===== src/rtl/core/i2cra_pkg.sv =====
// Shared types, constants and field positions of the I2C register access master.
// Used by the sequencer, top level and checker through scoped names; depends on nothing.
`timescale 1ns / 1ps

package i2cra_pkg;

	localparam int QUEUE_DEPTH = 16;
	localparam int QADDR_W = (QUEUE_DEPTH > 1) ? $clog2(QUEUE_DEPTH) : 1;
	localparam int QFILL_W = $clog2(QUEUE_DEPTH + 1);
	localparam int BCNT_W = (QFILL_W > 5) ? QFILL_W : 5;

	localparam logic [15:0] HALF_PERIOD_RST = 16'd30;
	localparam logic [7:0] ACK_TIMEOUT_RST = 8'd251;
	localparam logic [7:0] DEV_ADDR_RST = 8'hD0;

	// Configuration register indexes.
	localparam logic [1:0] CFG_HALF_PERIOD = 2'd0;
	localparam logic [1:0] CFG_ACK_TIMEOUT = 2'd1;
	localparam logic [1:0] CFG_DEV_ADDR = 2'd2;

	// Input stream field positions.
	localparam int IN_TDATA_W = 24;
	localparam int IB_REG_LSB = 0;
	localparam int IB_CNT_LSB = 8;
	localparam int IB_WB_LSB = 13;
	localparam int IB_SDA = 21;

	// Output stream field positions.
	localparam int OUT_TDATA_W = 16;
	localparam int OB_SCL = 0;
	localparam int OB_SDA_OUT = 1;
	localparam int OB_SDA_EN = 2;
	localparam int OB_BUSY = 3;
	localparam int OB_VALID = 4;
	localparam int OB_DATA_LSB = 5;
	localparam int OB_DONE = 13;
	localparam int OB_ERROR = 14;

	typedef enum logic [1:0] {
		OP_TICK  = 2'd0,
		OP_QUEUE = 2'd1,
		OP_READ  = 2'd2,
		OP_WRITE = 2'd3
	} op_t;

	typedef enum logic [3:0] {
		ST_IDLE   = 4'd0,
		ST_RS_PRE = 4'd1,
		ST_S_HI   = 4'd2,
		ST_S_LO   = 4'd3,
		ST_W_LO   = 4'd4,
		ST_W_HI   = 4'd5,
		ST_A_LO   = 4'd6,
		ST_A_HI   = 4'd7,
		ST_A_POLL = 4'd8,
		ST_R_LO   = 4'd9,
		ST_R_HI   = 4'd10,
		ST_M_LO   = 4'd11,
		ST_M_HI   = 4'd12,
		ST_T_LO   = 4'd13,
		ST_T_MID  = 4'd14,
		ST_T_HI   = 4'd15
	} seq_state_t;

	typedef enum logic [1:0] {
		STG_ADDR  = 2'd0,
		STG_REG   = 2'd1,
		STG_RADDR = 2'd2,
		STG_DATA  = 2'd3
	} stage_t;

	typedef struct packed {
		logic [15:0] half_period;
		logic [7:0]  ack_timeout;
		logic [7:0]  device_address;
	} cfg_t;

	typedef struct packed {
		logic               we;
		logic [QADDR_W-1:0] addr;
		logic [7:0]         data;
	} qwr_t;

	typedef struct packed {
		logic       scl_level;
		logic       sda_out;
		logic       sda_enable;
		logic       busy;
		logic       read_valid;
		logic [7:0] read_data;
		logic       read_last;
		logic       done;
		logic       error;
	} res_t;

endpackage


===== src/rtl/core/i2cra_ram.sv =====
// Generic single-clock RAM with one write port and one registered read port.
// Stands alone; holds the write byte queue of the I2C master.
`timescale 1ns / 1ps

module i2cra_ram #(
	parameter int WIDTH = 8,
	parameter int DEPTH = 16,
	parameter int AW = (DEPTH > 1) ? $clog2(DEPTH) : 1
) (
	input  logic             clk,
	input  logic             we,
	input  logic [AW-1:0]    waddr,
	input  logic [WIDTH-1:0] wdata,
	input  logic [AW-1:0]    raddr,
	output logic [WIDTH-1:0] rdata
);

	logic [WIDTH-1:0] mem_q [DEPTH];
	logic [WIDTH-1:0] rdata_q;

	always_ff @(posedge clk) begin
		if (we) begin
			mem_q[waddr] <= wdata;
		end
		rdata_q <= mem_q[raddr];
	end

	assign rdata = rdata_q;

endmodule


===== src/rtl/core/i2cra_seq.sv =====
// Bit-level transaction sequencer of the I2C master: phase timing, shifting,
// ack polling and queue pointers. Depends on i2cra_pkg; the queue RAM sits outside.
`timescale 1ns / 1ps

module i2cra_seq (
	input  logic                          clk,
	input  logic                          arst_n,
	input  logic                          accept,
	input  i2cra_pkg::op_t                operation,
	input  logic [7:0]                    register_address,
	input  logic [4:0]                    byte_count,
	input  logic [7:0]                    write_byte,
	input  logic                          sda_in,
	input  i2cra_pkg::cfg_t               cfg,
	input  logic [7:0]                    q_rdata,
	output logic [i2cra_pkg::QADDR_W-1:0] q_raddr,
	output i2cra_pkg::qwr_t               q_wr,
	output i2cra_pkg::res_t               res
);

	i2cra_pkg::seq_state_t state_q, state_d;
	i2cra_pkg::stage_t     stage_q, stage_d;
	logic [15:0]                   phase_q, phase_d;
	logic [3:0]                    bit_q, bit_d;
	logic [7:0]                    shift_q, shift_d;
	logic [i2cra_pkg::BCNT_W-1:0]  bcnt_q, bcnt_d;
	logic [7:0]                    ackc_q, ackc_d;
	logic [i2cra_pkg::QFILL_W-1:0] fill_q, fill_d;
	logic [7:0]                    lreg_q, lreg_d;
	logic                          is_read_q, is_read_d;
	logic                          err_q, err_d;

	logic       ev_valid, ev_last, ev_done, ev_error;
	logic [7:0] ev_data;
	logic       more_data;
	logic       phase_end;
	logic       ack_expired;

	// The queue read port always follows the byte pointer; the pointer is stable
	// for several items before the ack poll that consumes the data.
	assign q_raddr = bcnt_q[i2cra_pkg::QADDR_W-1:0];

	assign more_data = (bcnt_q < i2cra_pkg::BCNT_W'(fill_q)) &&
		(bcnt_q < i2cra_pkg::BCNT_W'(i2cra_pkg::QUEUE_DEPTH));
	assign phase_end = ({1'b0, phase_q} + 17'd1) >= {1'b0, cfg.half_period};
	assign ack_expired = ({1'b0, ackc_q} + 9'd1) >= {1'b0, cfg.ack_timeout};

	// Next-state logic.
	always_comb begin
		logic [i2cra_pkg::BCNT_W-1:0] bc_dec;
		bc_dec = (bcnt_q != '0) ? bcnt_q - 1'b1 : '0;
		state_d = state_q;
		stage_d = stage_q;
		phase_d = phase_q;
		bit_d = bit_q;
		shift_d = shift_q;
		bcnt_d = bcnt_q;
		ackc_d = ackc_q;
		fill_d = fill_q;
		lreg_d = lreg_q;
		is_read_d = is_read_q;
		err_d = err_q;
		ev_valid = 1'b0;
		ev_data = 8'd0;
		ev_last = 1'b0;
		ev_done = 1'b0;
		ev_error = 1'b0;
		q_wr = '0;
		if (state_q == i2cra_pkg::ST_IDLE) begin
			if (operation == i2cra_pkg::OP_QUEUE) begin
				if (fill_q < i2cra_pkg::QFILL_W'(i2cra_pkg::QUEUE_DEPTH)) begin
					q_wr.we = 1'b1;
					q_wr.addr = fill_q[i2cra_pkg::QADDR_W-1:0];
					q_wr.data = write_byte;
					fill_d = fill_q + 1'b1;
				end
			end else if (operation == i2cra_pkg::OP_READ ||
				operation == i2cra_pkg::OP_WRITE) begin
				is_read_d = (operation == i2cra_pkg::OP_READ);
				lreg_d = register_address;
				bcnt_d = (operation == i2cra_pkg::OP_READ) ?
					i2cra_pkg::BCNT_W'(byte_count) : '0;
				stage_d = i2cra_pkg::STG_ADDR;
				err_d = 1'b0;
				phase_d = 16'd0;
				state_d = i2cra_pkg::ST_S_HI;
			end
		end else if (state_q == i2cra_pkg::ST_A_POLL) begin
			phase_d = 16'd0;
			if (!sda_in) begin
				case (stage_q)
					i2cra_pkg::STG_ADDR: begin
						stage_d = i2cra_pkg::STG_REG;
						shift_d = lreg_q;
						bit_d = 4'd0;
						state_d = i2cra_pkg::ST_W_LO;
					end
					i2cra_pkg::STG_RADDR: begin
						if (bcnt_q == '0) begin
							state_d = i2cra_pkg::ST_T_LO;
						end else begin
							shift_d = 8'd0;
							bit_d = 4'd0;
							state_d = i2cra_pkg::ST_R_LO;
						end
					end
					default: begin
						if (stage_q == i2cra_pkg::STG_REG && is_read_q) begin
							stage_d = i2cra_pkg::STG_RADDR;
							state_d = i2cra_pkg::ST_RS_PRE;
						end else begin
							stage_d = i2cra_pkg::STG_DATA;
							if (more_data) begin
								shift_d = q_rdata;
								bit_d = 4'd0;
								bcnt_d = bcnt_q + 1'b1;
								state_d = i2cra_pkg::ST_W_LO;
							end else begin
								state_d = i2cra_pkg::ST_T_LO;
							end
						end
					end
				endcase
			end else if (ack_expired) begin
				err_d = 1'b1;
				state_d = i2cra_pkg::ST_T_LO;
			end else begin
				ackc_d = ackc_q + 8'd1;
			end
		end else if (phase_end) begin
			phase_d = 16'd0;
			case (state_q)
				i2cra_pkg::ST_RS_PRE: state_d = i2cra_pkg::ST_S_HI;
				i2cra_pkg::ST_S_HI:   state_d = i2cra_pkg::ST_S_LO;
				i2cra_pkg::ST_S_LO: begin
					shift_d = (stage_q == i2cra_pkg::STG_RADDR) ?
						cfg.device_address + 8'd1 : cfg.device_address;
					bit_d = 4'd0;
					state_d = i2cra_pkg::ST_W_LO;
				end
				i2cra_pkg::ST_W_LO: state_d = i2cra_pkg::ST_W_HI;
				i2cra_pkg::ST_W_HI: begin
					shift_d = {shift_q[6:0], 1'b0};
					bit_d = bit_q + 4'd1;
					if (bit_q >= 4'd7) begin
						ackc_d = 8'd0;
						state_d = i2cra_pkg::ST_A_LO;
					end else begin
						state_d = i2cra_pkg::ST_W_LO;
					end
				end
				i2cra_pkg::ST_A_LO: state_d = i2cra_pkg::ST_A_HI;
				i2cra_pkg::ST_A_HI: state_d = i2cra_pkg::ST_A_POLL;
				i2cra_pkg::ST_R_LO: state_d = i2cra_pkg::ST_R_HI;
				i2cra_pkg::ST_R_HI: begin
					shift_d = {shift_q[6:0], sda_in};
					bit_d = bit_q + 4'd1;
					if (bit_q >= 4'd7) begin
						ev_valid = 1'b1;
						ev_data = {shift_q[6:0], sda_in};
						ev_last = (bcnt_q == i2cra_pkg::BCNT_W'(1));
						state_d = i2cra_pkg::ST_M_LO;
					end else begin
						state_d = i2cra_pkg::ST_R_LO;
					end
				end
				i2cra_pkg::ST_M_LO: state_d = i2cra_pkg::ST_M_HI;
				i2cra_pkg::ST_M_HI: begin
					bcnt_d = bc_dec;
					if (bc_dec == '0) begin
						state_d = i2cra_pkg::ST_T_LO;
					end else begin
						shift_d = 8'd0;
						bit_d = 4'd0;
						state_d = i2cra_pkg::ST_R_LO;
					end
				end
				i2cra_pkg::ST_T_LO:  state_d = i2cra_pkg::ST_T_MID;
				i2cra_pkg::ST_T_MID: state_d = i2cra_pkg::ST_T_HI;
				i2cra_pkg::ST_T_HI: begin
					ev_done = 1'b1;
					ev_error = err_q;
					err_d = 1'b0;
					// A write consumes the queue; a read leaves it for later.
					if (!is_read_q) begin
						fill_d = '0;
					end
					bcnt_d = '0;
					state_d = i2cra_pkg::ST_IDLE;
				end
				default: state_d = i2cra_pkg::ST_IDLE;
			endcase
		end else begin
			phase_d = phase_q + 16'd1;
		end
	end

	// Output logic: the bus levels shown are those of the state after the update.
	always_comb begin
		res = '0;
		res.scl_level = 1'b1;
		res.sda_out = 1'b1;
		res.sda_enable = 1'b0;
		res.busy = (state_d != i2cra_pkg::ST_IDLE);
		res.read_valid = ev_valid;
		res.read_data = ev_data;
		res.read_last = ev_last;
		res.done = ev_done;
		res.error = ev_error;
		case (state_d)
			i2cra_pkg::ST_RS_PRE: begin
				res.scl_level = 1'b0;
				res.sda_enable = 1'b1;
			end
			i2cra_pkg::ST_S_HI: begin
				res.sda_enable = 1'b1;
			end
			i2cra_pkg::ST_S_LO: begin
				res.sda_out = 1'b0;
				res.sda_enable = 1'b1;
			end
			i2cra_pkg::ST_W_LO: begin
				res.scl_level = 1'b0;
				res.sda_out = shift_d[7];
				res.sda_enable = 1'b1;
			end
			i2cra_pkg::ST_W_HI: begin
				res.sda_out = shift_d[7];
				res.sda_enable = 1'b1;
			end
			i2cra_pkg::ST_A_LO, i2cra_pkg::ST_R_LO: begin
				res.scl_level = 1'b0;
			end
			i2cra_pkg::ST_M_LO: begin
				res.scl_level = 1'b0;
				res.sda_out = (bcnt_d == i2cra_pkg::BCNT_W'(1));
				res.sda_enable = 1'b1;
			end
			i2cra_pkg::ST_M_HI: begin
				res.sda_out = (bcnt_d == i2cra_pkg::BCNT_W'(1));
				res.sda_enable = 1'b1;
			end
			i2cra_pkg::ST_T_LO: begin
				res.scl_level = 1'b0;
				res.sda_out = 1'b0;
				res.sda_enable = 1'b1;
			end
			i2cra_pkg::ST_T_MID: begin
				res.sda_out = 1'b0;
				res.sda_enable = 1'b1;
			end
			i2cra_pkg::ST_T_HI: begin
				res.sda_enable = 1'b1;
			end
			default: begin
				res.scl_level = 1'b1;
			end
		endcase
	end

	always_ff @(posedge clk or negedge arst_n) begin
		if (!arst_n) begin
			state_q <= i2cra_pkg::ST_IDLE;
			stage_q <= i2cra_pkg::STG_ADDR;
			phase_q <= 16'd0;
			bit_q <= 4'd0;
			shift_q <= 8'd0;
			bcnt_q <= '0;
			ackc_q <= 8'd0;
			fill_q <= '0;
			lreg_q <= 8'd0;
			is_read_q <= 1'b0;
			err_q <= 1'b0;
		end else if (accept) begin
			state_q <= state_d;
			stage_q <= stage_d;
			phase_q <= phase_d;
			bit_q <= bit_d;
			shift_q <= shift_d;
			bcnt_q <= bcnt_d;
			ackc_q <= ackc_d;
			fill_q <= fill_d;
			lreg_q <= lreg_d;
			is_read_q <= is_read_d;
			err_q <= err_d;
		end
	end

endmodule


===== src/rtl/core/i2c_register_access_master.sv =====
// Tick-driven I2C register read/write master. Each input transfer is one timing tick and
// yields one result transfer in the next cycle; one tick is accepted every cycle while the
// output register is empty or being drained, so throughput is one item per cycle.
// The write queue lives in a RAM with a registered read port, addressed by the byte
// pointer. Reset (arst_n, async) idles the bus, empties the queue by its fill count without
// a clearing pass, and loads half_period 30, ack_timeout 251, device_address 0xD0.
`timescale 1ns / 1ps

module i2c_register_access_master (
	input  logic        clk,
	input  logic        arst_n,
	input  logic        s_tvalid,
	output logic        s_tready,
	// register_address[7:0], byte_count[12:8], write_byte[20:13], sda_in[21], zero[23:22]
	input  logic [23:0] s_tdata,
	// operation[1:0]
	input  logic [1:0]  s_tuser,
	output logic        m_tvalid,
	input  logic        m_tready,
	// scl_level[0], sda_out[1], sda_enable[2], busy_res[3], read_valid[4],
	// read_data[12:5], done_res[13], error[14], zero[15]
	output logic [15:0] m_tdata,
	output logic        m_tlast,
	input  logic        cfg_we,
	input  logic [1:0]  cfg_index,
	input  logic [15:0] cfg_data
);

	i2cra_pkg::cfg_t cfg_q;
	i2cra_pkg::qwr_t q_wr;
	i2cra_pkg::res_t res;
	i2cra_pkg::res_t res_q;
	logic [i2cra_pkg::QADDR_W-1:0] q_raddr;
	logic [7:0] q_rdata;
	logic       m_valid_q;
	logic       accept;

	assign s_tready = !m_valid_q || m_tready;
	assign accept = s_tvalid && s_tready;

	always_ff @(posedge clk or negedge arst_n) begin
		if (!arst_n) begin
			cfg_q.half_period <= i2cra_pkg::HALF_PERIOD_RST;
			cfg_q.ack_timeout <= i2cra_pkg::ACK_TIMEOUT_RST;
			cfg_q.device_address <= i2cra_pkg::DEV_ADDR_RST;
		end else if (cfg_we) begin
			case (cfg_index)
				i2cra_pkg::CFG_HALF_PERIOD: cfg_q.half_period <= cfg_data;
				i2cra_pkg::CFG_ACK_TIMEOUT: cfg_q.ack_timeout <= cfg_data[7:0];
				i2cra_pkg::CFG_DEV_ADDR:    cfg_q.device_address <= cfg_data[7:0];
				default: cfg_q <= cfg_q;
			endcase
		end
	end

	i2cra_ram #(
		.WIDTH(8),
		.DEPTH(i2cra_pkg::QUEUE_DEPTH)
	) u_queue (
		.clk  (clk),
		.we   (q_wr.we && accept),
		.waddr(q_wr.addr),
		.wdata(q_wr.data),
		.raddr(q_raddr),
		.rdata(q_rdata)
	);

	i2cra_seq u_seq (
		.clk             (clk),
		.arst_n          (arst_n),
		.accept          (accept),
		.operation       (i2cra_pkg::op_t'(s_tuser)),
		.register_address(s_tdata[i2cra_pkg::IB_REG_LSB +: 8]),
		.byte_count      (s_tdata[i2cra_pkg::IB_CNT_LSB +: 5]),
		.write_byte      (s_tdata[i2cra_pkg::IB_WB_LSB +: 8]),
		.sda_in          (s_tdata[i2cra_pkg::IB_SDA]),
		.cfg             (cfg_q),
		.q_rdata         (q_rdata),
		.q_raddr         (q_raddr),
		.q_wr            (q_wr),
		.res             (res)
	);

	// Output register: holds one result while the sink stalls.
	always_ff @(posedge clk or negedge arst_n) begin
		if (!arst_n) begin
			m_valid_q <= 1'b0;
		end else if (s_tready) begin
			m_valid_q <= s_tvalid;
		end
	end

	always_ff @(posedge clk) begin
		if (accept) begin
			res_q <= res;
		end
	end

	always_comb begin
		m_tdata = '0;
		m_tdata[i2cra_pkg::OB_SCL] = res_q.scl_level;
		m_tdata[i2cra_pkg::OB_SDA_OUT] = res_q.sda_out;
		m_tdata[i2cra_pkg::OB_SDA_EN] = res_q.sda_enable;
		m_tdata[i2cra_pkg::OB_BUSY] = res_q.busy;
		m_tdata[i2cra_pkg::OB_VALID] = res_q.read_valid;
		m_tdata[i2cra_pkg::OB_DATA_LSB +: 8] = res_q.read_data;
		m_tdata[i2cra_pkg::OB_DONE] = res_q.done;
		m_tdata[i2cra_pkg::OB_ERROR] = res_q.error;
	end

	assign m_tvalid = m_valid_q;
	assign m_tlast = res_q.read_last;

endmodule


===== config.mk =====
export PLATFORM = sky130hd
export DESIGN_NAME = i2c_register_access_master
export DESIGN_NICKNAME = d
export VERILOG_FILES = /design/src/rtl/core/i2cra_pkg.sv /design/src/rtl/core/i2cra_ram.sv /design/src/rtl/core/i2cra_seq.sv /design/src/rtl/core/i2c_register_access_master.sv
export SDC_FILE = /design/constraint.sdc
export NUM_CORES = 1
export LEC_CHECK = 0
export BUFFER_PORTS_ARGS = -buffer_cell sky130_fd_sc_hd__buf_2
export CAP_MARGIN = 20
export CORE_ASPECT_RATIO = 1.1
export CORE_UTILIZATION = 35
export DETAILED_ROUTE_END_ITERATION = 8
export GPL_TIMING_DRIVEN = 0
export PLACE_DENSITY = 0.49
export SYNTH_ARGS = -nofsm -noshare
export SYNTH_HDL_FRONTEND = slang
export SYNTH_SLANG_ARGS = --single-unit

===== constraint.sdc =====
create_clock -name clk -period 5.1 [get_ports clk]
set_input_delay 1.275 -clock clk [delete_from_list [all_inputs] [get_ports clk]]
set_output_delay 1.275 -clock clk [all_outputs]
set_load 0.05 [all_outputs]

==> metrics <==
Ys Warns 0; leading area contributor after synthesis edfxtp_1; area of the multi-input gates around 4700 sq um; max-cap violations 0; Cell Area, Placed 12800 sq um; pwr dens ~450 nW/um^2; vias in the first global route just under 8000; final net count 1133; post-synthesis sequential area ratio between 50% and 60%; Critical Path End Type flip-flop; Lkg Pwr ~5.2 nW; worst hold margin between 400 and 500 ps; initial drt markers 552; clk_skew approximately 25 ps; Design Power between 6 and 7 mW; Max Root-Sink Buffers 3; Tcrit/Tclk final between 80% and 90%; num rows 70; layout cells sized above 1 between 20% and 30%; commonest non-fill, non-tap cell in the layout edfxtp_1; status finished clean; Setup CP Type flip-flop to flip-flop; Vias/cell about 5.2; core area approximately 33000 sq um; number of synthesized flops with an enable pin ~140; CTS Buf Count 28; drt total wl ~30000 um; most frequent cells in the layout edfxtp_1 (144), nand2_1 (98), dfrtp_1 (81); area growth from synthesis to layout 15.5%; Post-synth ARST share about 38%; Mapped Nets between 1000 and 1500; die height ~200 um; largest net degree at the start of global routing 63; Syn Inst Count approximately 950; worst-skew pair later-pin latency 570 ps; cell area after synthesis 11900 sq um; port bufs 63; largest cells by area after synthesis edfxtp_1 (36%), dfrtp_1 (17%), mux4_2 (7.5%); Root Buffer clkbuf_16; Slew headroom between 30% and 40%; Fmax achieved ~0.22 GHz; Synth Register Bits about 250; global-route wire length before repair ~47000 um; vias 7857; worst hold path class flip-flop to flip-flop; # setup viols final 0; IO Pins around 70; ys flop type edfxtp_1; detailed-route DRC error count 0; syn_area_per_cell between 10 and 15 sq um; RSZ-0062 raised after global routing false; Period minus WS final 4540 ps; final hold vios 0; register area about 7000 sq um; drt pass-1 iters 5; CTS H-tree lvls 1; Layout fillers 3180; post-placement cell count ~1400; Die Footprint ~35000 sq um; Worst-path clk slew approximately 60 ps; antenna cells 0; cell area after layout around 14000 sq um; clock sinks 247; CTS tree yes; worst path required time 5560 ps; global route overflow 0; initial antenna violation count 0; slew of the pin with the lowest slew margin around 960 ps; aggregate global-route resource usage 17.7%; Slew Limit Fails 0; Initial Utilization between 30 and 40%; chip width between 150 and 200 um; worst endpoint data arrival time around 5000 ps; non-filler cells, final ~1500; critical-path maximum fanout 10; DP HPWL 21800 um; hold buffers post-CTS 0; VDD IR max around 0.29 mV; Antenna Nets Post-Route 0; Placer Congestion 0.866; area share of the largest cell type after synthesis a little over a third; crit path launch type flip-flop; routed len/inst 20.0 um; Synth cell types between 70 and 80
[per-layer routing]
layer	wire length [um]	up-vias	share of wire, %	global-route usage, %
met4	964	0	3.2	6.46
met1	12900	3876	43	22.3
met2	15100	173	50	30.8
li1	-	3762	-	-
met3	1020	46	3.4	2.15
met5	0	-	0	0
[kinds of logic (layout without fill, tap and decap cells)]
family | Yosys count | after routing | synth area share, %
flip-flops | 247 | 247 | 57.6
multiplexers | 69 | 69 | 10.3
adder cells (fa/ha/maj) | 38 | 38 | 3.97
other | 1 | 1 | 0.0314
AND/OR/NAND/NOR | 287 | 287 | 12.1
buffers and inverters | 87 | 205 | 3.05
AO/OA/AOI/OAI | 195 | 195 | 10.9
XOR/XNOR | 27 | 27 | 1.98
[final timing paths]
check                            startpoint                end  slack (ps)  cells past startpoint
max                        u_seq.phase_q[2]  u_seq.phase_q[12]         560                     18
max reg2reg                u_seq.phase_q[2]  u_seq.phase_q[12]         560                     18
max in group asynchronous            arst_n          cfg_q[12]        3690                      2
min                             u_seq.err_q        u_seq.err_q         470                      2
min reg2reg                     u_seq.err_q        u_seq.err_q         470                      2
min in group asynchronous            arst_n   u_seq.state_q[1]         680                      1
[timing repair]
action | CTS | global route
resized for setup | 0 | 1
endpoints found under the setup margin | 0 | 10
setup buffers | 0 | 0
[area by class of cell]
class                   instances  area share (%)
well taps                     432            3.92
repair buffers                 66            2.58
clock inverters                10           0.926
plain buffers                  47            1.56
multi-input cells             617            34.1
flip-flops and latches        247            49.9
clock buffers                  42            5.90
inverters                      40            1.09
[Yosys cell counts, drive strengths merged, types with 16 or more instances]
| master | count |
|---|---|
| and2 | 22 |
| a22o | 16 |
| o21ai | 72 |
| nand2 | 98 |
| xnor2 | 16 |
| nand3 | 36 |
| edfxtp | 144 |
| a22oi | 17 |
| buf | 17 |
| a21oi | 25 |
| nor2 | 46 |
| nand2b | 18 |
| mux2 | 26 |
| nor3 | 18 |
| dfrtp | 81 |
| ha | 37 |
| inv | 39 |
| clkbuf | 30 |
| mux4 | 40 |
[worst max-delay path, cell delays in order, from the launching register on]
cell,delay (ps)
dfrtp_1,440
nand3_2,150
nor2_1,170
and3_1,170
clkbuf_1,210
nand2_1,80
nor2_1,300
nand3_1,150
xnor2_1,240
ha_1,300
nand3_1,160
nor3_1,90
a221oi_2,400
nand3_1,240
buf_6,230
nor3_2,370
clkbuf_1,490
nand2_1,100
o21ai_0,150
[power breakdown]
group          internal (mW)  switching (mW)
sequential              2.33           0.141
clock                   1.20           0.819
combinational          0.688            1.01
total                   4.22            1.97
[flip-flops by register name (all words and copies together), names as in the netlist]
| name | flops |
|---|---|
| u_queue.mem_q | 128 |
| u_seq.phase_q | 16 |
| cfg_q | 32 |
| u_seq.bcnt_q | 5 |
| u_seq.bit_q | 4 |
| u_seq.state_q | 4 |
| u_seq.err_q | 1 |
| m_tdata | 15 |
| m_tvalid | 1 |
| u_queue.rdata | 8 |
| m_tlast | 1 |
| u_seq.shift_q | 8 |
| u_seq.ackc_q | 8 |
| u_seq.fill_q | 5 |
| u_seq.is_read_q | 1 |
| u_seq.stage_q | 2 |
| u_seq.lreg_q | 8 |
[stage by stage]
| step | util [%] | worst slack [ps] | setup TNS (ps) |
|---|---|---|---|
| 6_report | 41.3 | 563 | 0 |
| 3_5_place_dp | 38.5 | 328 | 0 |
| 3_3_place_gp | 38.3 | -166 | -2410 |
| 2_1_floorplan | - | 924 | 0 |
| 5_1_grt | 41.3 | 67.8 | 0 |
| 4_1_cts | 41.3 | 301 | 0 |
No activity file was read; power rests on OpenSTA's default activity.
